[src/rtl/lps_pkg.sv]
// Shared types, codes and the pattern ROM of the LED pattern sequencer.
package lps_pkg;

  localparam int MaxSteps = 9;
  localparam int TickBits = 10;
  localparam int IdxBits  = 4;

  localparam logic [TickBits-1:0] TickMax = 10'd1023;

  localparam logic OP_TICK  = 1'b0;
  localparam logic OP_START = 1'b1;

  localparam logic [1:0] LED_GREEN  = 2'd0;
  localparam logic [1:0] LED_YELLOW = 2'd1;
  localparam logic [1:0] LED_RED    = 2'd2;
  localparam logic [1:0] LED_CHOSEN = 2'd3;

  localparam logic [1:0] PAT_VOTE_GREEN  = 2'd0;
  localparam logic [1:0] PAT_VOTE_CHOSEN = 2'd1;
  localparam logic [1:0] PAT_INPUT_ERR   = 2'd2;
  localparam logic [1:0] PAT_INIT        = 2'd3;

  typedef struct packed {
    logic       op;
    logic [1:0] pattern;
    logic [1:0] led_select;
  } lps_cmd_t;

  typedef struct packed {
    logic [2:0]         leds;
    logic               busy_res;
    logic [IdxBits-1:0] step_number;
  } lps_res_t;

  typedef struct packed {
    logic [1:0]          led;
    logic [TickBits-1:0] on_ticks;
    logic [TickBits-1:0] off_ticks;
  } lps_step_t;

  function automatic lps_step_t mk_step(logic [1:0] led, logic [TickBits-1:0] on_t,
                                        logic [TickBits-1:0] off_t);
    lps_step_t s;
    s.led       = led;
    s.on_ticks  = on_t;
    s.off_ticks = off_t;
    return s;
  endfunction

  function automatic logic [IdxBits-1:0] pat_len(logic [1:0] pat);
    logic [IdxBits-1:0] n;
    unique case (pat)
      PAT_VOTE_GREEN:  n = 4'd4;
      PAT_VOTE_CHOSEN: n = 4'd4;
      PAT_INPUT_ERR:   n = 4'd3;
      default:         n = 4'd9;
    endcase
    return n;
  endfunction

  // idx is clamped by the caller to MaxSteps-1
  function automatic lps_step_t step_rom(logic [1:0] pat, logic [IdxBits-1:0] idx);
    lps_step_t s;
    s = mk_step(LED_GREEN, 10'd0, 10'd0);
    unique case (pat)
      PAT_VOTE_GREEN: begin
        case (idx)
          4'd0, 4'd1, 4'd2: s = mk_step(LED_GREEN, 10'd100, 10'd100);
          4'd3:             s = mk_step(LED_GREEN, 10'd500, 10'd100);
          default:          s = mk_step(LED_GREEN, 10'd0, 10'd0);
        endcase
      end
      PAT_VOTE_CHOSEN: begin
        case (idx)
          4'd0, 4'd1, 4'd2: s = mk_step(LED_CHOSEN, 10'd100, 10'd100);
          4'd3:             s = mk_step(LED_CHOSEN, 10'd300, 10'd100);
          default:          s = mk_step(LED_GREEN, 10'd0, 10'd0);
        endcase
      end
      PAT_INPUT_ERR: begin
        case (idx)
          4'd0:    s = mk_step(LED_RED, 10'd100, 10'd100);
          4'd1:    s = mk_step(LED_YELLOW, 10'd100, 10'd100);
          4'd2:    s = mk_step(LED_GREEN, 10'd100, 10'd100);
          default: s = mk_step(LED_GREEN, 10'd0, 10'd0);
        endcase
      end
      default: begin
        case (idx)
          4'd0, 4'd4: s = mk_step(LED_RED, 10'd100, 10'd100);
          4'd1, 4'd3,
          4'd5:       s = mk_step(LED_YELLOW, 10'd100, 10'd100);
          4'd2, 4'd6: s = mk_step(LED_GREEN, 10'd100, 10'd100);
          4'd7:       s = mk_step(LED_GREEN, 10'd200, 10'd200);
          4'd8:       s = mk_step(LED_GREEN, 10'd300, 10'd100);
          default:    s = mk_step(LED_GREEN, 10'd0, 10'd0);
        endcase
      end
    endcase
    return s;
  endfunction

  function automatic logic [IdxBits-1:0] clamp_idx(logic [IdxBits-1:0] idx);
    return (idx >= IdxBits'(MaxSteps)) ? IdxBits'(MaxSteps - 1) : idx;
  endfunction

  function automatic logic [2:0] led_mask(logic [1:0] led, logic [1:0] chosen);
    logic [1:0] l;
    l = (led == LED_CHOSEN) ? chosen : led;
    if (l > LED_RED) l = LED_RED;
    return 3'(3'b001 << l);
  endfunction

endpackage

[src/rtl/lps_in_stage.sv]
// Input register stage: holds one accepted command item for the engine.
module lps_in_stage (
  input  logic              clk,
  input  logic              rst,
  input  logic              cmd_valid,
  output logic              cmd_ready,
  input  lps_pkg::lps_cmd_t cmd,
  output logic              item_valid,
  output lps_pkg::lps_cmd_t item,
  input  logic              item_take
);

  logic              held;
  lps_pkg::lps_cmd_t data;

  assign cmd_ready  = !held || item_take;
  assign item_valid = held;
  assign item       = data;

  always_ff @(posedge clk) begin
    if (rst) begin
      held <= 1'b0;
    end else if (cmd_ready) begin
      held <= cmd_valid;
    end
    if (cmd_ready && cmd_valid) begin
      data <= cmd;
    end
  end

endmodule

[src/rtl/lps_engine.sv]
// Sequencer state, step timing logic and the result register.
module lps_engine (
  input  logic              clk,
  input  logic              rst,
  input  logic              item_valid,
  input  lps_pkg::lps_cmd_t item,
  output logic              item_take,
  output logic              res_valid,
  input  logic              res_ready,
  output lps_pkg::lps_res_t res
);

  localparam int TB = lps_pkg::TickBits;
  localparam int IB = lps_pkg::IdxBits;

  logic          active, active_next;
  logic [1:0]    cur_pattern, cur_pattern_next;
  logic [1:0]    chosen_led, chosen_led_next;
  logic [IB-1:0] step_index, step_index_next;
  logic [TB-1:0] elapsed_ticks, elapsed_ticks_next;
  logic [2:0]    led_drive, led_drive_next;

  lps_pkg::lps_step_t cur_step, nxt_step, first_step;
  logic [IB-1:0]      idx_inc;
  logic [TB:0]        on_t, total_t;
  logic [TB-1:0]      elapsed_inc;
  logic [1:0]         sel_sat;
  lps_pkg::lps_res_t  res_next;

  assign item_take = item_valid && (!res_valid || res_ready);

  always_comb begin
    idx_inc     = step_index + 1'b1;
    cur_step    = lps_pkg::step_rom(cur_pattern, lps_pkg::clamp_idx(step_index));
    nxt_step    = lps_pkg::step_rom(cur_pattern, lps_pkg::clamp_idx(idx_inc));
    first_step  = lps_pkg::step_rom(item.pattern, '0);
    sel_sat     = (item.led_select > lps_pkg::LED_RED) ? lps_pkg::LED_RED : item.led_select;
    on_t        = {1'b0, cur_step.on_ticks};
    total_t     = on_t + {1'b0, cur_step.off_ticks};
    elapsed_inc = (elapsed_ticks < lps_pkg::TickMax) ? elapsed_ticks + 1'b1 : elapsed_ticks;

    active_next        = active;
    cur_pattern_next   = cur_pattern;
    chosen_led_next    = chosen_led;
    step_index_next    = step_index;
    elapsed_ticks_next = elapsed_ticks;
    led_drive_next     = led_drive;

    if (item.op == lps_pkg::OP_START) begin
      active_next        = 1'b1;
      cur_pattern_next   = item.pattern;
      chosen_led_next    = sel_sat;
      step_index_next    = '0;
      elapsed_ticks_next = '0;
      led_drive_next     = lps_pkg::led_mask(first_step.led, sel_sat);
    end else if (active) begin
      elapsed_ticks_next = elapsed_inc;
      if ({1'b0, elapsed_inc} > total_t) begin
        elapsed_ticks_next = '0;
        if (idx_inc >= lps_pkg::pat_len(cur_pattern)) begin
          active_next     = 1'b0;
          step_index_next = '0;
        end else begin
          step_index_next = idx_inc;
          led_drive_next  = led_drive | lps_pkg::led_mask(nxt_step.led, chosen_led);
        end
      end else if ({1'b0, elapsed_inc} > on_t) begin
        led_drive_next = led_drive & ~lps_pkg::led_mask(cur_step.led, chosen_led);
      end
    end

    res_next.leds        = led_drive_next;
    res_next.busy_res    = active_next;
    res_next.step_number = active_next ? step_index_next : '0;
  end

  always_ff @(posedge clk) begin
    if (rst) begin
      active        <= 1'b0;
      cur_pattern   <= '0;
      chosen_led    <= '0;
      step_index    <= '0;
      elapsed_ticks <= '0;
      led_drive     <= '0;
      res_valid     <= 1'b0;
    end else begin
      if (item_take) begin
        active        <= active_next;
        cur_pattern   <= cur_pattern_next;
        chosen_led    <= chosen_led_next;
        step_index    <= step_index_next;
        elapsed_ticks <= elapsed_ticks_next;
        led_drive     <= led_drive_next;
        res_valid     <= 1'b1;
      end else if (res_ready) begin
        res_valid <= 1'b0;
      end
    end
    if (item_take) begin
      res <= res_next;
    end
  end

  a_idx_in_range: assert property (@(posedge clk) disable iff (rst)
    active |-> step_index < lps_pkg::pat_len(cur_pattern))
    else $error("step index past end of pattern");

  a_idle_idx_zero: assert property (@(posedge clk) disable iff (rst)
    !active |-> step_index == '0 && elapsed_ticks == '0)
    else $error("idle with nonzero step state");

  a_one_led: assert property (@(posedge clk) disable iff (rst)
    $onehot0(led_drive))
    else $error("more than one LED driven");

  a_take_fills: assert property (@(posedge clk) disable iff (rst)
    item_take |=> res_valid)
    else $error("taken item produced no result");

  a_idle_res: assert property (@(posedge clk) disable iff (rst)
    res_valid && !res.busy_res |-> res.step_number == '0)
    else $error("idle result with nonzero step number");

endmodule

[src/rtl/led_pattern_sequencer_core.sv]
// Top level of the LED pattern sequencer: input stage feeding the step engine.
// A result is registered once the engine takes its item from the input stage.
// Throughput: one item per cycle unless stalled; a single compare/add step update.
// A full result register stalls the input stage only while res_ready is low.
// Reset (rst, synchronous): idle, all LEDs off, both pipeline stages empty.
module led_pattern_sequencer_core (
  input  logic              clk,
  input  logic              rst,
  input  logic              cmd_valid,
  output logic              cmd_ready,
  input  lps_pkg::lps_cmd_t cmd,
  output logic              res_valid,
  input  logic              res_ready,
  output lps_pkg::lps_res_t res
);

  logic              item_valid;
  logic              item_take;
  lps_pkg::lps_cmd_t item;

  lps_in_stage u_in (
    .clk        (clk),
    .rst        (rst),
    .cmd_valid  (cmd_valid),
    .cmd_ready  (cmd_ready),
    .cmd        (cmd),
    .item_valid (item_valid),
    .item       (item),
    .item_take  (item_take)
  );

  lps_engine u_engine (
    .clk        (clk),
    .rst        (rst),
    .item_valid (item_valid),
    .item       (item),
    .item_take  (item_take),
    .res_valid  (res_valid),
    .res_ready  (res_ready),
    .res        (res)
  );

endmodule
[config.mk]
export PLATFORM = sky130hd
export DESIGN_NAME = led_pattern_sequencer_core
export DESIGN_NICKNAME = d
export VERILOG_FILES = /design/src/rtl/lps_pkg.sv /design/src/rtl/lps_in_stage.sv /design/src/rtl/lps_engine.sv /design/src/rtl/led_pattern_sequencer_core.sv
export SDC_FILE = /design/constraint.sdc
export NUM_CORES = 1
export LEC_CHECK = 0
export BUFFER_PORTS_ARGS = -buffer_cell sky130_fd_sc_hd__buf_2
export CORE_ASPECT_RATIO = 0.75
export CORE_MARGIN = 2
export CORE_UTILIZATION = 65
export CTS_BUF_LIST = sky130_fd_sc_hd__clkbuf_16
export DETAILED_ROUTE_END_ITERATION = 12
export GPL_ROUTABILITY_DRIVEN = 0
export PLACE_DENSITY = 0.83
export SLEW_MARGIN = 20
export SYNTH_ARGS = -nofsm -noshare
export SYNTH_HDL_FRONTEND = slang
export SYNTH_HIERARCHICAL = 1
export SYNTH_SLANG_ARGS = --single-unit
[constraint.sdc]
create_clock -name clk -period 6.9 [get_ports clk]
set_input_delay 0.69 -clock clk [delete_from_list [all_inputs] [get_ports clk]]
set_output_delay 0.69 -clock clk [all_outputs]
set_load 0.02 [all_outputs]
Word-level counts from Yosys, hierarchy flattened
Memories as Yosys holds them, arrays and structs flattened.
Cells that the tools add are included.
{"block": "op_classes", "n_reduce_logical": 17, "n_eq_ne": 12, "add_sub_neg": 3, "mux": 50, "order_cmp": 10, "bitwise_logic": 3, "shift": 3}
{"operator": "case mux 22 bit (3 select lines)", "n": 4}
{"operator": "case mux 22 bit (2 select lines)", "n": 3}
{"operator": "case mux 19 bit (2 select lines)", "n": 2}
{"operator": "two-way mux 10 bit", "n": 4}
{"operator": "two-way mux 4 bit", "n": 9}
{"operator": "two-way mux 2 bit", "n": 16}
{"operator": "equality test 4 x 2 -> 1 bit, second input constant", "n": 4}
{"operator": "two-way mux 3 bit", "n": 5}
{"operator": "adder 10 x 10 -> 11 bit", "n": 1}
{"operator": "greater-than comparator 10 x 11 -> 1 bit", "n": 1}
{"operator": "adder 10 x 1 -> 10 bit, second input constant", "n": 1}
{"operator": "greater-than comparator 10 bit", "n": 1}
{"operator": "less-than comparator 10 bit, second input constant", "n": 1}
{"operator": "left shift 1 x 2 -> 3 bit, first input constant", "n": 3}
{"operator": "equality test 2 bit, second input constant", "n": 4}
{"operator": "equality test 4 x 1 -> 1 bit, second input constant", "n": 2}
{"operator": ">= comparator 4 bit, second input constant", "n": 2}
{"operator": "greater-than comparator 2 bit, second input constant", "n": 4}
{"operator": "logical NOT 4 bit", "n": 2}
{"operator": "case mux 4 bit (2 select lines)", "n": 1}
{"operator": "two-way mux 1 bit", "n": 6}
{"operator": "OR reduction 3 bit", "n": 2}
{"operator": "adder 4 x 1 -> 4 bit, second input constant", "n": 1}
{"operator": "equality test 2 x 1 -> 1 bit, second input constant", "n": 2}
{"operator": "other kinds (11)", "n": 17}
{"block": "word_totals", "regBits": 37, "romBits": 416, "in_bits": 9, "memories": 2, "output_inout_bits": 10}
{"memory": "(name not given)", "words": 16, "word_bits": 13, "read_ports": 1, "rd_ports_with_merged_regs": 0, "write_ports": 0, "line": "lps_pkg.sv:89", "rtl": "case (idx)"}
{"memory": "(name not given)", "words": 16, "word_bits": 13, "read_ports": 1, "rd_ports_with_merged_regs": 0, "write_ports": 0, "line": "lps_pkg.sv:89"}

Longest topological paths before layout
Gate-level depths: netlist (run 1).
{"block": "depth", "word_depth": 22, "mapped_depth": 23}

Modules after synthesis
The synthesis (run 1) kept the hierarchy.
{"module": "lps_engine", "area_per_inst_um2": 2716.4, "cells_each": 346, "seq_area_each_um2": 700.7, "n_inst": 1}
{"module": "lps_in_stage", "area_per_inst_um2": 205.2, "cells_each": 10, "seq_area_each_um2": 170.2, "n_inst": 1}

Worst setup path before layout (run 1)
OpenSTA, ideal clock, no wires.
{"block": "synth_path", "kind": "reg-to-reg", "from": "reg u_engine.step_index[1]", "to": "reg, netlist name u_engine/res[0]", "t_arrival_ns": 3.539, "slack_ns": 3.105, "path_buffers": 1, "t_required_ns": 6.644, "period_less_slack_ns": 3.795, "path_stages_with_launch": 18, "path_cell_list": "dfxtp_1 clkbuf_1 inv_1 ha_1 nor2_1 nand4_1 a21oi_1 nor2_1 fa_1 xor2_1 ha_1 o21a_1 o211ai_1 a31oi_1 o21ai_1 o21ai_0 nand2b_1 nor2_1"}
{"block": "synth_between", "elab_chain_len": 11}
{"element": "from (decl)", "line": "lps_engine.sv:19", "rtl": "logic [IB-1:0] step_index, step_index_next;"}
{"element": "from (signal assigned)", "line": "lps_engine.sv:91", "rtl": "step_index <= step_index_next;"}
{"element": ">= comparator 4 bit", "line": "lps_pkg.sv:104", "rtl": "return (idx >= IdxBits'(MaxSteps)) ? IdxBits'(MaxSteps - 1) : idx;"}
{"element": "two-way mux 4 bit", "line": "lps_pkg.sv:104"}
{"element": "equality test 4 x 1 -> 1 bit, or another cell as far along", "line": "lps_pkg.sv:67, lps_pkg.sv:74, lps_pkg.sv:81"}
{"element": "OR reduction 3 bit", "line": "lps_pkg.sv:67, lps_pkg.sv:74"}
{"element": "case mux 22 bit (2 select lines) or case mux 19 bit (2 select lines) (tied branches)", "line": "lps_pkg.sv:74, lps_pkg.sv:67"}
{"element": "case mux 22 bit (3 select lines)", "line": "lps_pkg.sv:65", "rtl": "unique case (pat)"}
{"element": "adder 10 x 10 -> 11 bit", "line": "lps_engine.sv:39", "rtl": "total_t = on_t + {1'b0, cur_step.off_ticks};"}
{"element": "greater-than comparator 10 x 11 -> 1 bit", "line": "lps_engine.sv:58", "rtl": "if ({1'b0, elapsed_inc} > total_t) begin"}
{"element": "two-way mux 4 bit or two-way mux 1 bit (tied branches)", "line": "lps_engine.sv:58"}
{"element": "two-way mux 4 bit or two-way mux 1 bit (tied branches)", "line": "lps_engine.sv:56", "rtl": "end else if (active) begin"}
{"element": "two-way mux 4 bit or two-way mux 1 bit (tied branches)", "line": "lps_engine.sv:49", "rtl": "if (item.op == lps_pkg::OP_START) begin"}
Several ways; a longest one is shown, not always the timed one.
A chain may end at the register's enable or synchronous reset.

Worst setup path in the final report (run 1)
{"block": "layout_path", "from": "reg u_engine.step_index[0]", "to": "reg, netlist name u_engine/res[1]"}
{"block": "layout_between", "elab_chain_len": 11}
{"element": ">= comparator 4 bit", "line": "lps_pkg.sv:104"}
{"element": "two-way mux 4 bit", "line": "lps_pkg.sv:104"}
{"element": "equality test 4 x 1 -> 1 bit, or another cell as far along", "line": "lps_pkg.sv:67, lps_pkg.sv:74, lps_pkg.sv:81"}
{"element": "OR reduction 3 bit", "line": "lps_pkg.sv:67, lps_pkg.sv:74"}
{"element": "case mux 22 bit (2 select lines) or case mux 19 bit (2 select lines) (tied branches)", "line": "lps_pkg.sv:74, lps_pkg.sv:67"}
{"element": "case mux 22 bit (3 select lines)", "line": "lps_pkg.sv:65"}
{"element": "adder 10 x 10 -> 11 bit", "line": "lps_engine.sv:39"}
{"element": "greater-than comparator 10 x 11 -> 1 bit", "line": "lps_engine.sv:58"}
{"element": "two-way mux 4 bit or two-way mux 1 bit (tied branches)", "line": "lps_engine.sv:58"}
{"element": "two-way mux 4 bit or two-way mux 1 bit (tied branches)", "line": "lps_engine.sv:56"}
{"element": "two-way mux 4 bit or two-way mux 1 bit (tied branches)", "line": "lps_engine.sv:49"}
Several ways; a longest one is shown, not always the timed one.

==> flow_summary_export.csv, run 1 <==
group,metric,value,unit
detailed_routing,firstDrtPassIters,4,
layout,layout_common_cells,"33 x nand2_1, 32 x nor2_1, 31 x a21oi_1",
floorplanning,rows,21,
logic_synthesis,syn_nets,391,
logic_synthesis,synth_area,2920,µm²
sta,post-route-min-period,4.51,ns
worst_setup_path,reg2reg_setup_slack,2.39,ns
power_and_ir_drop,p_int,388,µW
logic_synthesis,synth_cells,356,
sta,fin_worst_skew,0.00346,ns
power_and_ir_drop,pwr-share-comb,9.7,%
grt,grtUsageTotal,29.1,%
worst_setup_path,cp-start-kind,"register",
floorplanning,io_pins,19,
run_status,status,"finished clean",
clocking,postCtsHoldBufs,0,
sta,max_slew_margin,44.7,%
power_and_ir_drop,p_leak,0.00122,µW
worst_hold_path,holdCritStartpoint,"u_in/item_valid",
grt,grt-ovfl-total,0,
layout,final_util,71.7,%
detailed_routing,drcViolationCount,0,
logic_synthesis,synth_ff_type,"dfxtp_1",
worst_setup_path,path_class,"register to register",
floorplanning,start_util,66.6,%
placed_design,dp_cells,412,
clocking,cts_max_level,2,
grt,grt_max_degree,26,
placed_design,portBuffers,18,
sta,setup_slack,2.39,ns
clocking,cts_resized,0,
clocking,clk_pin_slew,0.06,ns
layout,final_cells,420,
worst_setup_path,crit-reg2reg-capture,"u_engine/res[1]",
sta,tightest_slew,0.828,ns
layout,areaGrowthSynthToFinish,7.62,%
sta,rsz0062_at_grt,"false",
power_and_ir_drop,swShare,25.6,%
worst_hold_path,min_path_cells,2,
sta,setup_violations,0,
sta,clock.fmax,222,MHz
grt,antenna_found_initial,0,
detailed_routing,drt_iter0_drc,288,
worst_setup_path,critical_path.max_fanout,20,
clocking,clock_latency,0.28,ns
layout,n_antenna_cell,0,
clocking,cts_sinks,37,
power_and_ir_drop,fin_total_pwr,522,µW
layout,final_common_cell,"nand2_1",
placed_design,pre_cts_ws,2.54,ns
clocking,cts_tree,"yes",
worst_hold_path,hold_end,"u_engine/res_valid",
clocking,post_cts.repair.setup_buffers,0,
layout,nNetsFinal,397,
power_and_ir_drop,p_sw,134,µW
worst_setup_path,r2r_start,"u_engine/step_index[0]",
power_and_ir_drop,p_seq_share,46.8,%
grt,grt_pass1_wl,11.2,mm
power_and_ir_drop,ir_worst_vdd,0.000130,V
floorplanning,die_y,62.1,µm
logic_synthesis,avgSynthCellArea,8.21,µm²
detailed_routing,wire_per_inst,16.8,µm
logic_synthesis,ys_ff_latch,37,
sta,fin_crit_sh,65.4,%
detailed_routing,postRouteAntennaNets,0,
grt,grt_pass1_vias,2373,
run,cap_violations,0,
logic_synthesis,async_flop_share,0,%
floorplanning,coreArea,4390,µm²
floorplanning,die_w,81.4,µm
sta,drv_slew,0,
layout,fillers,347,
placed_design,hpwl,4.98,mm
worst_setup_path,cp-end-kind,"register",
sta,finalSetupTns,0,ns
clocking,cts-root-buf,"clkbuf_16",
worst_setup_path,required,6.93,ns
layout,drive_gt1_share,12.7,%
worst_setup_path,rr_worst_depth,20,
logic_synthesis,synth_enable_flop_cells,13,
detailed_routing,route.vias.total,2773,
logic_synthesis,yosysWarnings,6,
sta,hold_viol,0,
logic_synthesis,yosysSeqAreaShare,29.8,%
power_and_ir_drop,power_density,166,nW/µm²
detailed_routing,drt_wl_total,7.07,mm
worst_hold_path,min_path_type,"register to register",
floorplanning,die_area,5050,µm²
clocking,clock_path_buffers,2,
detailed_routing,vias_per_cell,6.60,
worst_setup_path,cp_data_arrival_time,4.54,ns
logic_synthesis,ys_types,64,
clocking,cts_buffers,5,
power_and_ir_drop,p_clk_share,43.5,%
## through the flow
stage                     cell area (µm²)  hold WS (ns)
final                                3140         0.497
after detailed placement             3000         0.493
after floorplan                      2920         0.463
after CTS                            3140         0.501
after global routing                 3140         0.536
after global placement               3000         0.481
## power by group through the flow
stage / Clock [µW] / Sequential [µW] / Combinational, µW
floorplan: 0 / 248 / 35.1
global placement: 0 / 248 / 47.7
detailed placement: 0 / 248 / 48.8
CTS: 229 / 244 / 49.7
global route: 238 / 245 / 55.4
finish: 227 / 244 / 50.8
## worst max-delay path by stage
stage	slack [ns]	startpoint	endpoint
2_1_floorplan	3.10	u_engine/step_index[1]	u_engine/res[0]
3_3_place_gp	2.63	u_engine/step_index[0]	u_engine/elapsed_ticks[7]
3_5_place_dp	2.54	u_engine/step_index[0]	u_engine/res[1]
4_1_cts	2.48	u_engine/step_index[0]	u_engine/res[1]
5_1_grt	2.02	u_engine/step_index[0]	u_engine/res[0]
6_report	2.39	u_engine/step_index[0]	u_engine/res[1]
## state kept, by name, indices dropped and copies added, names as in the netlist
signal and cells:
u_engine/active 1, u_engine/chosen_led 2, u_engine/cur_pattern 2, u_engine/elapsed_ticks 10
u_engine/led_drive 3, u_engine/res 8, u_engine/res_valid 1, u_engine/step_index 4
u_in/item 5, u_in/item_valid 1
## critical path, stage by stage, from the launching register on
cell and delay (ns):
dfxtp_1 0.79, inv_1 0.11, ha_1 0.26, nand2_1 0.07
nand2_1 0.05, nand2_1 0.14, nor2_1 0.06, o21ai_0 0.20
and2_1 0.17, ha_1 0.23, a21oi_1 0.12, nor2_1 0.05
o21ba_2 0.22, ha_1 0.31, o21a_1 0.12, o21ai_0 0.06
a31oi_1 0.37, o21ai_1 0.25, o21ai_0 0.36, nand2b_1 0.23
a21oi_1 0.07
## cells by family (layout without fill, tap and decap cells)
logic type / count (synthesis) / after routing / synth area share [%]
xor gates and xnor gates: 6 / 6 / 2.06
buffers and inverters: 37 / 44 / 5.22
and+or+nand+nor: 141 / 141 / 24.8
AOI/OAI and AO/OA: 106 / 106 / 25.4
adders and majority gates: 26 / 26 / 11.6
muxes: 3 / 3 / 1.16
DFF: 37 / 37 / 29.8
## final cells by class
class                           instances  area [µm²]  area share [%]
Clock buffer                            5         125            3.98
Timing Repair Buffer                   18        90.1            2.87
Sequential cell                        37         871            27.7
Tap cell                               57        71.3            2.27
Multi-Input combinational cell        282        1900            60.4
Inverter                               18        67.6            2.15
Clock inverter                          3        21.3           0.676
## synthesized netlist by cell type, types with 2 or more instances
cell type   n  share of area (%)
or2_2       4               0.86
nor3b_1     2               0.51
o2111ai_1   2               0.60
and3_1      7                1.5
a22oi_1     9                2.3
clkbuf_1   15                1.9
inv_2       2               0.26
and2_4      2               0.60
a221oi_1    3               0.90
nand2_1    33                4.2
o21ai_0    16                2.7
o211ai_1    4                1.0
nor2b_1     4               0.86
a32oi_1     3               0.90
dfxtp_1    24                 16
nand4_1     5                1.1
a221o_1     2               0.69
inv_1      16                2.1
and2_1      6                1.3
buf_2       2               0.34
or3_1       2               0.43
o31ai_1     2               0.51
a21o_1      3               0.77
xnor2_1     3               0.90
fa_1        2                1.4
o31a_1      2               0.60
and4_1      2               0.60
ha_1       24                 10
nand3_1    18                3.1
or4_1       3               0.77
mux2_2      3                1.2
nand2b_1    8                1.7
o21a_1      4                1.0
o21ai_1     2               0.34
nor2_1     32                4.1
a21oi_1    31                5.3
a311oi_1    2               0.60
xor2_1      2               0.60
a211oi_1    3               0.77
nor3_1      5               0.86
edfxtp_1   13                 13
a31oi_1     5                1.1
nor4_1      3               0.64
## layer usage
layer	share of wire, %	GRT usage, %
met5	0	0
met4	0.86	7.99
met3	8.3	5.92
met2	45	45.7
met1	46	41.3
(Power assumes the default switching activity.)
==> run 2, diff against run 1 <==
CORE_UTILIZATION = 55   (was 65)
PLACE_DENSITY = 0.74   (was 0.83)
clock period = 3.6 ns   (was 6.9 ns; I/O delays follow)
==> run 2 against run 1 <==
  * The flow now finishes with violations (setup timing)
  * Clock-buffer cell count is the same
  * Non-clock buffer count rose by 28
  * Register-to-register slack lost 2.5 ns
  * Clock skew up 0.0025 ns
  * Wire length grew 9.3%
  * Via count up 2.5%
  * Total power is 100% higher
  * Sequential cell count stayed put
  * Global-route usage shrank 2.1 points
  * Setup slack got worse by 2.5 ns
  * Hold slack lost 0.24 ns
==> flow_summary_export.csv, run 2 (synthesis results as in run 1) <==
group,metric,value,unit
sta,drv_slew,0,
power_and_ir_drop,swShare,23.2,%
detailed_routing,drt_wl_total,7.73,mm
power_and_ir_drop,p_clk_share,45.7,%
worst_setup_path,r2r_start,"u_engine/step_index[1]",
placed_design,portBuffers,18,
power_and_ir_drop,p_int,814,µW
worst_hold_path,hold_end,"u_in/item[2]",
worst_hold_path,holdCritStartpoint,"cmd[2]",
clocking,cts_tree,"yes",
power_and_ir_drop,p_seq_share,44.0,%
layout,final_cells,463,
floorplanning,start_util,58.3,%
sta,finalSetupTns,-0.0963,ns
placed_design,dp_cells,450,
sta,setup_violations,2,
clocking,clk_pin_slew,0.06,ns
sta,whs,0.253,ns
clocking,clock_path_buffers,2,
sta,hold_viol,0,
detailed_routing,firstDrtPassIters,5,
floorplanning,rows,22,
detailed_routing,drcViolationCount,0,
layout,regMostFlops,"u_engine/elapsed_ticks",
clocking,cts_max_level,2,
placed_design,pre_cts_ws,-0.122,ns
detailed_routing,drt_iter0_drc,183,
detailed_routing,wire_per_inst,16.7,µm
power_and_ir_drop,pwr-share-comb,10.4,%
sta,post-route-min-period,3.68,ns
worst_hold_path,min_path_type,"primary input to register",
power_and_ir_drop,power_density,291,nW/µm²
worst_setup_path,reg2reg_setup_slack,-0.08,ns
worst_hold_path,min_path_cells,1,
worst_setup_path,path_class,"register to register",
sta,clock.fmax,272,MHz
detailed_routing,dr_wl_met2,3.46,mm
floorplanning,die_y,67.1,µm
layout,areaGrowthSynthToFinish,24.6,%
clocking,cts_sinks,37,
power_and_ir_drop,ir_worst_vdd,0.000327,V
detailed_routing,wl_met3,469,µm
worst_setup_path,critical_path.max_fanout,4,
sta,fin_worst_skew,0.00593,ns
detailed_routing,top_layer,"met4",
worst_setup_path,required,3.63,ns
sta,max_slew_margin,48.4,%
detailed_routing,wl_met1,3.70,mm
floorplanning,die_w,88.2,µm
sta,setup_slack,-0.0772,ns
sta,tightest_slew,0.765,ns
run_status,violations,"setup timing",
layout,drive_gt1_share,28.1,%
layout,final_util,72.7,%
worst_setup_path,crit_path_start,"u_engine/step_index[1]",
layout,layout_common_cells,"32 x nand2_1, 28 x a21oi_1, 28 x nor2_1",
floorplanning,io_pins,19,
grt,grt_pass1_wl,12.4,mm
sta,rsz0062_at_grt,"true",
detailed_routing,route.vias.total,2842,
clocking,cts_buffers,5,
grt,grt_pass1_vias,2572,
grt,grtUsageTotal,27.0,%
placed_design,hpwl,5.33,mm
clocking,cts-root-buf,"clkbuf_16",
clocking,clock_latency,0.28,ns
detailed_routing,postRouteAntennaNets,0,
grt,grt-ovfl-total,0,
power_and_ir_drop,p_sw,247,µW
layout,nNetsFinal,425,
worst_setup_path,crit-reg2reg-capture,"u_engine/res[0]",
power_and_ir_drop,p_leak,0.00140,µW
worst_setup_path,rr_worst_depth,20,
grt,antenna_found_initial,0,
run,cap_violations,0,
run_status,status,"finished, violations left",
detailed_routing,vias_per_cell,6.14,
layout,largest_reg_flops,10,
worst_setup_path,cp_data_arrival_time,3.71,ns
grt,grt_max_degree,26,
worst_setup_path,cp-end-kind,"register",
worst_setup_path,cp-start-kind,"register",
sta,fin_crit_sh,102,%
floorplanning,coreArea,5010,µm²
floorplanning,die_area,5920,µm²
layout,final_common_cell,"nand2_1",
layout,n_antenna_cell,0,
-- run 2: power by group through the flow --
stage / registers, µW / logic (µW) / clock network [µW]
global route: 468 / 121 / 508
floorplan: 475 / 67.2 / 0
CTS: 465 / 107 / 487
global placement: 473 / 99.7 / 0
finish: 466 / 110 / 484
detailed placement: 473 / 102 / 0
-- run 2: worst max-delay path by stage --
| stage | cells past startpoint | endpoint | slack (ns) |
|---|---|---|---|
| 2_1_floorplan | 22 | u_engine/res[0] | -0.001 |
| 3_3_place_gp | 16 | u_engine/res[6] | -0.06 |
| 3_5_place_dp | 19 | u_engine/res[3] | -0.12 |
| 4_1_cts | 22 | u_engine/elapsed_ticks[1] | 0.003 |
| 5_1_grt | 20 | u_engine/res[0] | -0.22 |
| 6_report | 20 | u_engine/res[0] | -0.08 |
-- run 2: repair_timing --
item	CTS	global route
buffers inserted	3	2
pin swaps	10	21
resized for setup	15	31
hold buffers	0	0
setup endpoints to repair	20	25
-- run 2: per-layer routing --
layer,up-vias,GRT usage [%]
li1,1382,-
met1,1350,38.9
met2,99,42.3
met3,11,4.96
met4,0,5.87
met5,-,0
-- run 2: cell type report --
| class | count | area, µm² |
|---|---|---|
| fill | 381 | 1370 |
| clock buffer | 5 | 125 |
| timing repair buffer | 46 | 320 |
| inverter | 18 | 67.6 |
| sequential | 37 | 877 |
| clock inverter | 3 | 37.5 |
| tap | 72 | 90.1 |
| multi-input combinational | 282 | 2120 |
-- run 2: critical path, stage by stage (launching register included) --
cell and delay [ns]:
dfxtp_2 0.34, inv_2 0.05, ha_4 0.16, nor2_4 0.09
nand2_1 0.06, nand2_1 0.09, nand2_2 0.08, nand3_2 0.11
o31ai_4 0.08, and2_4 0.15, fa_2 0.35, xor2_2 0.20
ha_1 0.32, o21a_1 0.11, o211ai_1 0.28, a31oi_4 0.20
o211ai_4 0.33, buf_6 0.16, nor3_2 0.04, a21oi_1 0.17
nor2_1 0.07
-- run 2: through the flow --
stage                     area, µm²  total power, µW
after floorplan                2950              542
after global placement         3220              572
after detailed placement       3220              575
after CTS                      3490             1060
after global routing           3640             1100
final                          3640             1060
